$ cat src/hw/rtl/ghst_pkg.sv
// Package for the generational handle slot table: status codes, command kinds.
// No dependencies.
`default_nettype none
package ghst_pkg;
  // table size; slot_index and live_entries ports are sized for 64 slots
  localparam int SLOTS = 64;

  localparam logic [1:0] KIND_GET     = 2'd0;
  localparam logic [1:0] KIND_RESOLVE = 2'd1;
  localparam logic [1:0] KIND_INVAL   = 2'd2;
  localparam logic [1:0] KIND_CLEAR   = 2'd3;

  localparam logic [2:0] ST_HIT     = 3'd0;
  localparam logic [2:0] ST_CREATED = 3'd1;
  localparam logic [2:0] ST_NO_VIEW = 3'd2;
  localparam logic [2:0] ST_FULL    = 3'd3;
  localparam logic [2:0] ST_INVALID = 3'd4;
  localparam logic [2:0] ST_DONE    = 3'd5;

  // controller -> datapath commands
  typedef struct packed {
    logic load;      // capture the input item
    logic scan_step; // examine slot at scan pointer
    logic finish;    // resolve the item and present result
  } ghst_cmd_t;

  // datapath -> controller status
  typedef struct packed {
    logic scan_done; // scan finished: high-water mark, get hit, or resolve
  } ghst_stat_t;
endpackage
`default_nettype wire

$ cat src/hw/rtl/ghst_ctrl.sv
// Controller state machine: sequences load, slot scan and finish.
// Depends on ghst_pkg.
`default_nettype none
module ghst_ctrl (
  input  wire logic                 clk,
  input  wire logic                 rst,
  input  wire logic                 start,
  input  wire ghst_pkg::ghst_stat_t stat,
  output logic                      busy,
  output ghst_pkg::ghst_cmd_t       cmd
);
  import ghst_pkg::*;

  localparam logic [2:0] S_IDLE = 3'd0;
  localparam logic [2:0] S_RD   = 3'd1; // slot memories read at scan pointer
  localparam logic [2:0] S_EV   = 3'd2; // examine the slot just read
  localparam logic [2:0] S_PRE  = 3'd3; // generation read for allocated slot
  localparam logic [2:0] S_FIN  = 3'd4;

  logic [2:0] state, state_next;

  always_comb begin
    state_next = state;
    cmd = '0;
    unique case (state)
      S_IDLE: begin
        if (start) begin
          cmd.load = 1'b1;
          state_next = S_RD;
        end
      end
      S_RD: begin
        if (stat.scan_done) state_next = S_PRE;
        else state_next = S_EV;
      end
      S_EV: begin
        cmd.scan_step = 1'b1;
        state_next = S_RD;
      end
      S_PRE: state_next = S_FIN;
      S_FIN: begin
        cmd.finish = 1'b1;
        state_next = S_IDLE;
      end
      default: state_next = S_IDLE;
    endcase
  end

  assign busy = (state != S_IDLE);

  always_ff @(posedge clk) begin
    if (rst) state <= S_IDLE;
    else state <= state_next;
  end

  a_fin_after_scan: assert property (@(posedge clk) disable iff (rst)
    cmd.finish |-> $past(state) == S_PRE)
    else $error("finish without scan");
  a_load_idle: assert property (@(posedge clk) disable iff (rst)
    cmd.load |=> busy)
    else $error("not busy after load");
  a_one_cmd: assert property (@(posedge clk) disable iff (rst)
    $onehot0(cmd))
    else $error("multiple commands");
endmodule
`default_nettype wire

$ cat config.mk
export PLATFORM = sky130hd
export DESIGN_NAME = ghst_ctrl
export DESIGN_NICKNAME = d
export VERILOG_FILES = /design/src/hw/rtl/ghst_pkg.sv /design/src/hw/rtl/ghst_ctrl.sv
export SDC_FILE = /design/constraint.sdc
export NUM_CORES = 1
export LEC_CHECK = 0
export ABC_AREA = 0
export BUFFER_PORTS_ARGS = -buffer_cell sky130_fd_sc_hd__clkbuf_2
export CAP_MARGIN = 15
export CELL_PAD_IN_SITES_DETAIL_PLACEMENT = 1
export CELL_PAD_IN_SITES_GLOBAL_PLACEMENT = 2
export CORE_AREA = 2 2 39 41
export CTS_CLUSTER_SIZE = 28
export DETAILED_ROUTE_END_ITERATION = 6
export DIE_AREA = 0 0 41 43
export PLACE_DENSITY_LB_ADDON = 0.1
export SLEW_MARGIN = 15
export SYNTH_ARGS = -nofsm -noshare
export SYNTH_HDL_FRONTEND = slang
export SYNTH_SLANG_ARGS = --single-unit
$ cat constraint.sdc
create_clock -name clk -period 1.36 [get_ports clk]
set_clock_uncertainty 0.2 [all_clocks]
set_input_delay 0.204 -clock clk [delete_from_list [all_inputs] [get_ports clk]]
set_output_delay 0.204 -clock clk [all_outputs]
set_load 0.05 [all_outputs]
==> reports/metrics.cfg, run 1 <==
[outcome]
run_status=complete, but fails checks
violations_in_the_final_reports=negative setup slack

[setup_path]
critical_path_cell_count=3
ff2ff_path_depth=4
crit_path_start_kind=flip-flop
worst_r2r_startpoint=state[1]
worst-endpoint-required_ns=0.96
slowest_stage=or3_4
crit_path_cell_trace=or3_4, nor2_4, buf_8
r2r_slack_ns=0.08
crit_path_max_incr_delay_ns=0.40
timing.critical_path.fanout_max=2
classification_of_the_worst_setup_path=reg -> out
critical_path.reg2reg.endpoint=state[0]
critical_path.n_buffers_inverters=1
end_kind=output pin
worst_ep_arrival_time_ns=1.18
critPathLaunch=state[0]
worst_path_dominant_cell_family=simple AND/OR/NAND/NOR gates
timing.critical_path.to=cmd[2]

[timing]
timing.final.crit_share_pct=117
worst_slew_margin_relative_to_its_limit_pct=83.3
clock.fmax_mhz=631
grt_setup_unrepaired=yes
hold_viol=0
slew_viol_final=0
finalWorstPathRequiredPeriod_ns=1.59
timing.final.setup_violations=4
hold-worst-slack_ns=0.0336
worst-slew-pin-transition_ns=0.247
setup_slack_ns=-0.226

[global_routing]
grt_antenna_before_repair=0
grt_use_total_pct=5.61
grt_pass1_wl_um=621
number_of_global_route_vias_before_repair=167
global_route.overflow_total=0
grt_max_degree=7

[placed_design]
place_area_um2=230
io_buffer_count=7
dp.cells=39
gp_routability_congestion=0.625

[synth]
synthesis.yosys.warnings=0
synth.distinct_cells=10
synthesized_area_fraction_occupied_by_ao_oa_aoi_and_oai_cells_pct=7.77
ys_top_cells_by_area=dfxtp_1 47%, nor3b_1 12%, a2111oi_1 7.8%, nor4bb_1 7.8%, nor4b_1 6.8%
synthSimpleGateAreaFrac_pct=42.7
yosys-mux-area-fraction_pct=0
synth_fa_ha_area_share_pct=0
share_of_the_synthesized_netlist_area_taken_by_xor_and_xnor_gates_pct=0
yosysTopAreaCellShare_pct=46.6
synth.net_count=17
seq_area_frac_synth_pct=46.6
main_combinational_cell_family_by_area_after_synthesis=simple AND/OR/NAND/NOR gates
top_cell_type_by_total_area_after_synthesis=dfxtp_1
syn-cell-area_um2=129
postSynthRegisterBits=3
synth.avg_cell_area_um2=9.91
netlist_instances=13

[finish]
layout_commonest_cell=clkbuf_4
syn_to_final_growth_pct=162
finalNonFillerCells=45
stdcell_area_um2=338
final_cell_mix=4 x clkbuf_4, 3 x clkbuf_2, 2 x buf_8, 2 x buf_6, 2 x dfxtp_2
total_inserted_antenna_cells=0
fillCellCount=163
layout-drive-gt1-share_pct=72.4
nets=34
reg.largest.list=state: 3 flops
largest_register=state
postLayoutCoreUtil_pct=24.4
largest_register_ff_count=3

[clock_network]
clock_path_buffers=2
cts_tree=yes
cts_root_buf=clkbuf_4
numClockSinks=3
skew_pair_late_insertion_delay_ns=0.23
cts_max_level=1
cts_inserted_buffers=3
clkTransAtPathRegs_ns=0.04

[pwr]
power_frac_seq_pct=25.8
swShare_pct=30.4
internal_power_uw=265
power.static_leakage_nw=0.140
power.switching_uw=116
post-layout-total-power_uw=380
vdd_drop_max_uv=338
share_clk_of_total_power_pct=40.8
power.density_mw_per_mm2=1130
combinationalPowerShare_pct=33.4

[routing]
route.antenna.remaining_nets=0
routed_wire_length_per_instance_um=8.98
routed_wl_um=404
drt_iter0_drc=0
detail_route.first_pass.iterations=1
vias_per_cell=3.78
drc=0
vias=170

[die]
die_area_mm2=0.00176
die_y_um=43
start_util_pct=9.31
floorplan.rows=14
core_mm2=0.00138
num_io_pins=8
die_width_um=41

[flow_run]
maxCapViolCount=0

[worst_hold_path]
hp-class=in -> reg

metrics by stage:
| step | setup TNS (ns) | worst slack (ns) |
|---|---|---|
| 4_1_cts | -0.719 | -0.265 |
| 3_3_place_gp | -0.109 | -0.109 |
| 6_report | -0.634 | -0.226 |
| 5_1_grt | -0.748 | -0.258 |
| 3_5_place_dp | -0.123 | -0.123 |
| 2_1_floorplan | -0.373 | -0.174 |
area by class of cell:
cell class | instances | area [um^2] | area share [%]
Timing Repair Buffer | 12 | 126 | 37.4
Sequential cell | 3 | 62.6 | 18.5
Multi-Input combinational cell | 9 | 98.8 | 29.3
Tap cell | 16 | 20.0 | 5.93
Clock buffer | 4 | 26.3 | 7.78
Inverter | 1 | 3.75 | 1.11
power groups by stage:
| stage | clock network, mW | logic (mW) | registers [mW] |
|---|---|---|---|
| after floorplan | 0 | 0.0619 | 0.104 |
| after global placement | 0 | 0.0940 | 0.0990 |
| after detailed placement | 0 | 0.0946 | 0.0985 |
| after CTS | 0.166 | 0.113 | 0.0980 |
| after global routing | 0.169 | 0.135 | 0.0985 |
| final | 0.155 | 0.127 | 0.0981 |
Yosys cell counts:
master	instances
dfxtp_1	3
nor3b_1	2
inv_1	1
nor4bb_1	1
nor2_1	1
nor3_1	1
a2111oi_1	1
nor4b_1	1
or3_1	1
nand2b_1	1
worst min path at each step:
stage,cells after the start,slack (ns),to,from
after global routing,3,0.05,state[0],stat
final,3,0.03,state[0],stat
after detailed placement,2,0.21,state[2],rst
after CTS,3,0.03,state[0],stat
after global placement,2,0.21,state[2],rst
after floorplan,1,0.07,state[2],rst
cells by family (layout without fill, tap and decap cells):
family / Yosys count / after routing
buf+inv: 1 / 17
flops: 3 / 3
simple gates: 8 / 8
compound gates: 1 / 1
tightest hold or removal path: cells and delay by family:
family          cells  cell delay (ns)
simple gates        1             0.07
compound gates      1             0.06
buf+inv             1             0.08
metal layers:
metal,wire length (um),global-route usage [%],vias to the layer above,part of all wire [%]
li1,-,-,80,-
met1,148,5.11,81,37
met2,210,7.81,7,52
met3,31,1.57,2,7.7
met4,14,8.00,0,3.5
met5,0,0,-,0
what timing repair did:
action,in CTS,in global routing
setup endpoints to repair,4,4
setup buffers,0,1
pin swaps,4,1
endpoints found under the hold margin,3,0
hold buffers,1,0
resized for setup,11,3
Power figures use the tool's default switching activity.
==> run 2: changes to the inputs <==
--- a/config.mk
+++ b/config.mk
@@ -15,6 +15,7 @@
 export DETAILED_ROUTE_END_ITERATION = 6
 export DIE_AREA = 0 0 41 43
 export PLACE_DENSITY_LB_ADDON = 0.1
+export SETUP_SLACK_MARGIN = 0.05
 export SLEW_MARGIN = 15
 export SYNTH_ARGS = -nofsm -noshare
 export SYNTH_HDL_FRONTEND = slang
==> run 2 against run 1 <==
  * The run still ends with negative setup slack left
  * Die area unchanged
  * Critical path depth unchanged
  * Utilization up 1.4 points
  * Sequential share of layout area down 1.0 points
  * Sequential power about the same
  * Worst hold slack better by 0.0094 ns
  * Clock power about the same
  * Via count up 0.59%
  * Combinational power up 8%
  * Global-route usage unchanged
  * First-iteration DRC count unchanged
  * Non-clock buffer count unchanged
  * Critical endpoint unchanged
  * Highest routed layer unchanged
==> reports/metrics.cfg, run 2 (synthesized netlist as in run 1, its figures left out) <==
[global_routing]
global_route.overflow_total=0  ; unchanged
grt_pass1_wl_um=621  ; unchanged
grt_max_degree=7  ; unchanged
grt_use_total_pct=5.61  ; unchanged
grt_antenna_before_repair=0  ; unchanged
number_of_global_route_vias_before_repair=167  ; unchanged

[outcome]
violations_in_the_final_reports=negative setup slack
run_status=complete, but fails checks

[setup_path]
crit_path_cell_trace=or3_4, nor2_4, buf_8
end_kind=output pin
worst_path_dominant_cell_family=simple AND/OR/NAND/NOR gates
critical_path.n_buffers_inverters=1  ; unchanged
classification_of_the_worst_setup_path=reg -> out
crit_path_start_kind=flip-flop
worst-endpoint-required_ns=0.96  ; about the same
worst_ep_arrival_time_ns=1.18  ; about the same
timing.critical_path.fanout_max=2  ; unchanged
r2r_slack_ns=0.11  ; +0.03 ns
slowest_stage=or3_4
crit_path_max_incr_delay_ns=0.40  ; about the same

[timing]
hold_viol=0  ; unchanged
finalWorstPathRequiredPeriod_ns=1.59  ; +0.00241 ns
slew_viol_final=0  ; unchanged
clock.fmax_mhz=630  ; -0.15%
timing.final.setup_violations=4  ; unchanged
grt_setup_unrepaired=yes
worst_slew_margin_relative_to_its_limit_pct=79.2  ; -4.1 points
setup_slack_ns=-0.228  ; -0.00241 ns
worst-slew-pin-transition_ns=0.310  ; +0.0629 ns
hold-worst-slack_ns=0.0430  ; +0.00943 ns
timing.final.crit_share_pct=117  ; +0.18 points

[finish]
reg.largest.list=state: 3 flops
finalNonFillerCells=45  ; unchanged
layout_commonest_cell=clkbuf_4
final_cell_mix=4 x clkbuf_4, 3 x clkbuf_2, 2 x buf_8, 2 x buf_6, 2 x dfxtp_2
nets=34  ; unchanged
largest_register_ff_count=3  ; unchanged
total_inserted_antenna_cells=0  ; unchanged
largest_register=state
layout-drive-gt1-share_pct=75.9  ; +3.4 points
syn_to_final_growth_pct=178

[flow_run]
maxCapViolCount=0  ; unchanged

[routing]
vias_per_cell=3.80  ; +0.59%
routed_wl_um=401  ; -0.74%
drc=0  ; unchanged
routed_wire_length_per_instance_um=8.91  ; -0.74%
vias=171  ; +0.59%
drt_iter0_drc=0  ; unchanged
detail_route.first_pass.iterations=1  ; unchanged
route.antenna.remaining_nets=0  ; unchanged

[placed_design]
io_buffer_count=7  ; unchanged
dp.cells=39  ; unchanged
place_worst_setup_slack_ns=-0.123  ; unchanged
gp_routability_congestion=0.625  ; unchanged

[die]
start_util_pct=9.31  ; unchanged
die_area_mm2=0.00176  ; unchanged
floorplan.rows=14  ; unchanged
die_y_um=43  ; unchanged
num_io_pins=8  ; unchanged
core_mm2=0.00138  ; unchanged
die_width_um=41  ; unchanged

[clock_network]
cts_inserted_buffers=3  ; unchanged
skew_pair_late_insertion_delay_ns=0.23  ; about the same
cts_max_level=1  ; unchanged
cts_tree=yes
clock_path_buffers=2  ; unchanged
cts_root_buf=clkbuf_4
clkTransAtPathRegs_ns=0.04  ; about the same
numClockSinks=3  ; unchanged

[pwr]
power.static_leakage_nw=0.144  ; +2.9%
vdd_drop_max_uv=338  ; about the same
power.density_mw_per_mm2=1090  ; -3.1%

[worst_hold_path]
hp-class=in -> reg

[run 2: layout make-up]
type	count	area, um^2
Clock buffer	4	26.3
Timing Repair Buffer	12	126
Inverter	1	3.75
Multi-Input combinational cell	9	119
Tap cell	16	20.0
Sequential cell	3	62.6
Fill cell	159	1030
[run 2: power by group]
| part | total (mW) | internal (mW) | leakage (nW) | switching (mW) |
|---|---|---|---|---|
| sequential | 0.0981 | 0.0949 | 0.0255 | 0.00322 |
| clock | 0.155 | 0.110 | 0.0150 | 0.0452 |
| combinational | 0.137 | 0.0654 | 0.103 | 0.0718 |
| total | 0.391 | 0.270 | 0.144 | 0.120 |
[run 2: repair_timing]
| action | 4_1_cts | 5_1_grt |
|---|---|---|
| setup buffers | 0 | 1 |
| setup endpoints to repair | 4 | 5 |
| endpoints found under the hold margin | 3 | 0 |
| pin swaps | 4 | 1 |
| hold buffers | 1 | 0 |
| resized for setup | 11 | 5 |
[run 2: worst register-to-register path: stages, from the launching register on]
cell and delay (ns):
dfxtp_2 0.31, buf_6 0.12, buf_12 0.12, nor3_1 0.28, a2111oi_4 0.09
[run 2: path summary, 6_finish.rpt]
| kind | startpoint | to | depth (start not counted) |
|---|---|---|---|
| hold reg to reg | state[2] | state[2] | 2 |
| setup reg to reg | state[1] | state[0] | 4 |
| setup / recovery | state[0] | cmd[2] | 3 |
| hold / removal | stat | state[0] | 3 |
[run 2: metrics by stage]
| step | area (um^2) | power (mW) | TNS (ns) | utilization (%) |
|---|---|---|---|---|
| 3_5_place_dp | 230 | 0.193 | -0.123 | 16.6 |
| 4_1_cts | 310 | 0.377 | -0.719 | 22.4 |
| 2_1_floorplan | 153 | 0.166 | -0.373 | - |
| 3_3_place_gp | 230 | 0.193 | -0.109 | 16.6 |
| 6_report | 358 | 0.391 | -0.649 | 25.9 |
| 5_1_grt | 358 | 0.413 | -0.765 | 25.9 |
[run 2: per-layer routing]
metal	vias up	global-route usage (%)	share of wire [%]
li1	80	-	-
met1	82	5.11	36
met2	7	7.81	52
met3	2	1.57	7.7
met4	0	8.00	3.5
met5	-	0	0
==> run 3: changes to the inputs <==
--- a/config.mk
+++ b/config.mk
@@ -14,7 +14,7 @@
 export CTS_CLUSTER_SIZE = 28
 export DETAILED_ROUTE_END_ITERATION = 6
 export DIE_AREA = 0 0 41 43
-export PLACE_DENSITY_LB_ADDON = 0.1
+export PLACE_DENSITY_LB_ADDON = 0.3
 export SETUP_SLACK_MARGIN = 0.05
 export SLEW_MARGIN = 15
 export SYNTH_ARGS = -nofsm -noshare
==> run 3 against run 2 <==
  * The run still ends with negative setup slack left
  * Largest cell class unchanged
  * Power fell by 5.2%
  * Worst setup slack better by 0.015 ns
  * Non-clock buffer count fell by 1
  * Worst hold slack worse by 0.0035 ns
  * Count of clock-buffer cells in the layout unchanged
  * Clock power about the same
  * Critical path depth is the same
  * Global-route usage is 1.1 points higher
==> reports/metrics.cfg, run 3 (synthesized netlist as in run 1, its figures left out) <==
[pwr]
power_frac_seq_pct=26.5  ; +1.4 points
post-layout-total-power_uw=370  ; -5.2%
swShare_pct=30.5  ; -0.30 points
power.static_leakage_nw=0.131  ; -8.7%
power.density_mw_per_mm2=1160  ; +6.8%
combinationalPowerShare_pct=31.8  ; -3.3 points
share_clk_of_total_power_pct=41.7  ; +2.0 points
vdd_drop_max_uv=276  ; -18%
internal_power_uw=257  ; -4.8%
power.switching_uw=113  ; -6.1%

[global_routing]
number_of_global_route_vias_before_repair=161  ; -3.6%
grt_use_total_pct=6.73  ; +1.1 points
grt_pass1_wl_um=669  ; +7.7%
grt_max_degree=7  ; unchanged
global_route.overflow_total=0  ; unchanged
grt_antenna_before_repair=0  ; unchanged

[timing]
grt_setup_unrepaired=yes
clock.fmax_mhz=636  ; +0.93%
worst-slew-pin-transition_ns=0.251  ; -0.0594 ns
fin_tns_setup_ns=-0.599  ; +0.0497 ns
finalWorstPathRequiredPeriod_ns=1.57  ; -0.0146 ns
hold_viol=0  ; unchanged
slew_viol_final=0  ; unchanged
timing.final.setup_violations=4  ; unchanged
timing.final.crit_share_pct=116  ; -1.1 points
worst_slew_margin_relative_to_its_limit_pct=83.1  ; +3.9 points
setup_slack_ns=-0.213  ; +0.0146 ns

[clock_network]
cts_inserted_buffers=3  ; unchanged
clkTransAtPathRegs_ns=0.04  ; about the same
cts_post_setup_buffers_inserted=0  ; unchanged
cts_root_buf=clkbuf_4
numClockSinks=3  ; unchanged
clock_path_buffers=2  ; unchanged
cts_max_level=1  ; unchanged
skew_pair_late_insertion_delay_ns=0.23  ; about the same
cts_tree=yes

[finish]
largest_register=state
layout-drive-gt1-share_pct=71.4  ; -4.4 points
largest_register_ff_count=3  ; unchanged
layout_commonest_cell=clkbuf_4
finalNonFillerCells=44  ; -2.2%
reg.largest.list=state: 3 flops
total_inserted_antenna_cells=0  ; unchanged
syn_to_final_growth_pct=147
final_cell_mix=4 x clkbuf_4, 3 x clkbuf_2, 2 x buf_8, 2 x buf_6, 2 x dfxtp_2
register_area_um2=62.6  ; unchanged
nets=33  ; -2.9%
multi_input_area_um2=98.8  ; -17%
fillCellCount=158  ; -0.63%

[routing]
drc=0  ; unchanged
drt_iter0_drc=5  ; +5
routed_wl_um=388  ; -3.2%
vias_per_cell=3.66  ; -3.7%
vias=161  ; -5.8%
route.antenna.remaining_nets=0  ; unchanged
detail_route.first_pass.iterations=2  ; +1
routed_wire_length_per_instance_um=8.82  ; -1.0%

[setup_path]
end_kind=output pin
classification_of_the_worst_setup_path=reg -> out
worst-endpoint-required_ns=0.96  ; about the same
timing.critical_path.fanout_max=2  ; unchanged
worst_ep_arrival_time_ns=1.17  ; about the same
crit_path_start_kind=flip-flop

[placed_design]
io_buffer_count=7  ; unchanged
gp_routability_congestion=0.547  ; -12%
dp.cells=39  ; unchanged
post_dp_hpwl_um=317

[outcome]
run_status=complete, but fails checks
violations_in_the_final_reports=negative setup slack

[die]
die_width_um=41  ; unchanged
start_util_pct=9.31  ; unchanged
floorplan.rows=14  ; unchanged
num_io_pins=8  ; unchanged
die_area_mm2=0.00176  ; unchanged
die_y_um=43  ; unchanged
core_mm2=0.00138  ; unchanged

[worst_hold_path]
hp-class=in -> reg

[flow_run]
maxCapViolCount=0  ; unchanged

==> run 3: cell types whose count changed in the layout (fill, tap and decap cells not counted) <==
cell	previous run	this run
a2111oi_2	0	1
nand2b_4	1	0
buf_12	1	0
a2111oi_4	1	0
nand2b_1	0	1
==> run 3: path summary, 6_finish.rpt <==
path                  from  endpoint  slack [ns]  cells after the start
setup reg to reg  state[1]  state[0]        0.13                      3
setup / recovery  state[0]    cmd[2]       -0.21                      3
hold reg to reg   state[1]  state[1]        0.32                      2
hold / removal        stat  state[0]        0.04                      3
==> run 3: layout make-up <==
class                   count  area share [%]
clock buffers               4            8.27
inverters                   1            1.18
multi-input cells           9            31.1
flip-flops and latches      3            19.7
well taps                  16            6.30
repair buffers             11            33.5
==> run 3: repair_timing <==
item                                    CTS  global route
hold buffers                              1             0
pin swaps                                 4             0
hold endpoints to repair                  3             0
gates resized for setup                  11             3
endpoints found under the setup margin    5             5
==> run 3: metal layers <==
layer | track usage (%) | wire [um]
met2 | 8.75 | 195
met4 | 6.00 | 0
met1 | 5.79 | 149
met3 | 6.28 | 43
met5 | 0 | 0
==> run 3: through the flow <==
step           hold WS (ns)  setup slack, ns  util [%]  cell area [um^2]
2_1_floorplan        0.0740           -0.174         -               153
3_5_place_dp          0.216           -0.115      16.6               230
4_1_cts              0.0337           -0.248      22.4               310
3_3_place_gp          0.208           -0.106      16.6               230
6_report             0.0395           -0.213      23.0               318
5_1_grt              0.0397           -0.275      23.0               318
==> run 3: critical path, stage by stage (launching register included) <==
cell and delay [ns]:
dfxtp_1 0.30, or3_4 0.40, nor2_4 0.10, buf_8 0.15
==> run 3: power groups by stage <==
| stage | Combinational, mW | Clock, mW | Sequential (mW) |
|---|---|---|---|
| after floorplan | 0.0619 | 0 | 0.104 |
| after global routing | 0.126 | 0.183 | 0.0985 |
| after CTS | 0.112 | 0.162 | 0.0982 |
| after global placement | 0.0933 | 0 | 0.0984 |
| after detailed placement | 0.0944 | 0 | 0.0986 |
| final | 0.118 | 0.154 | 0.0980 |
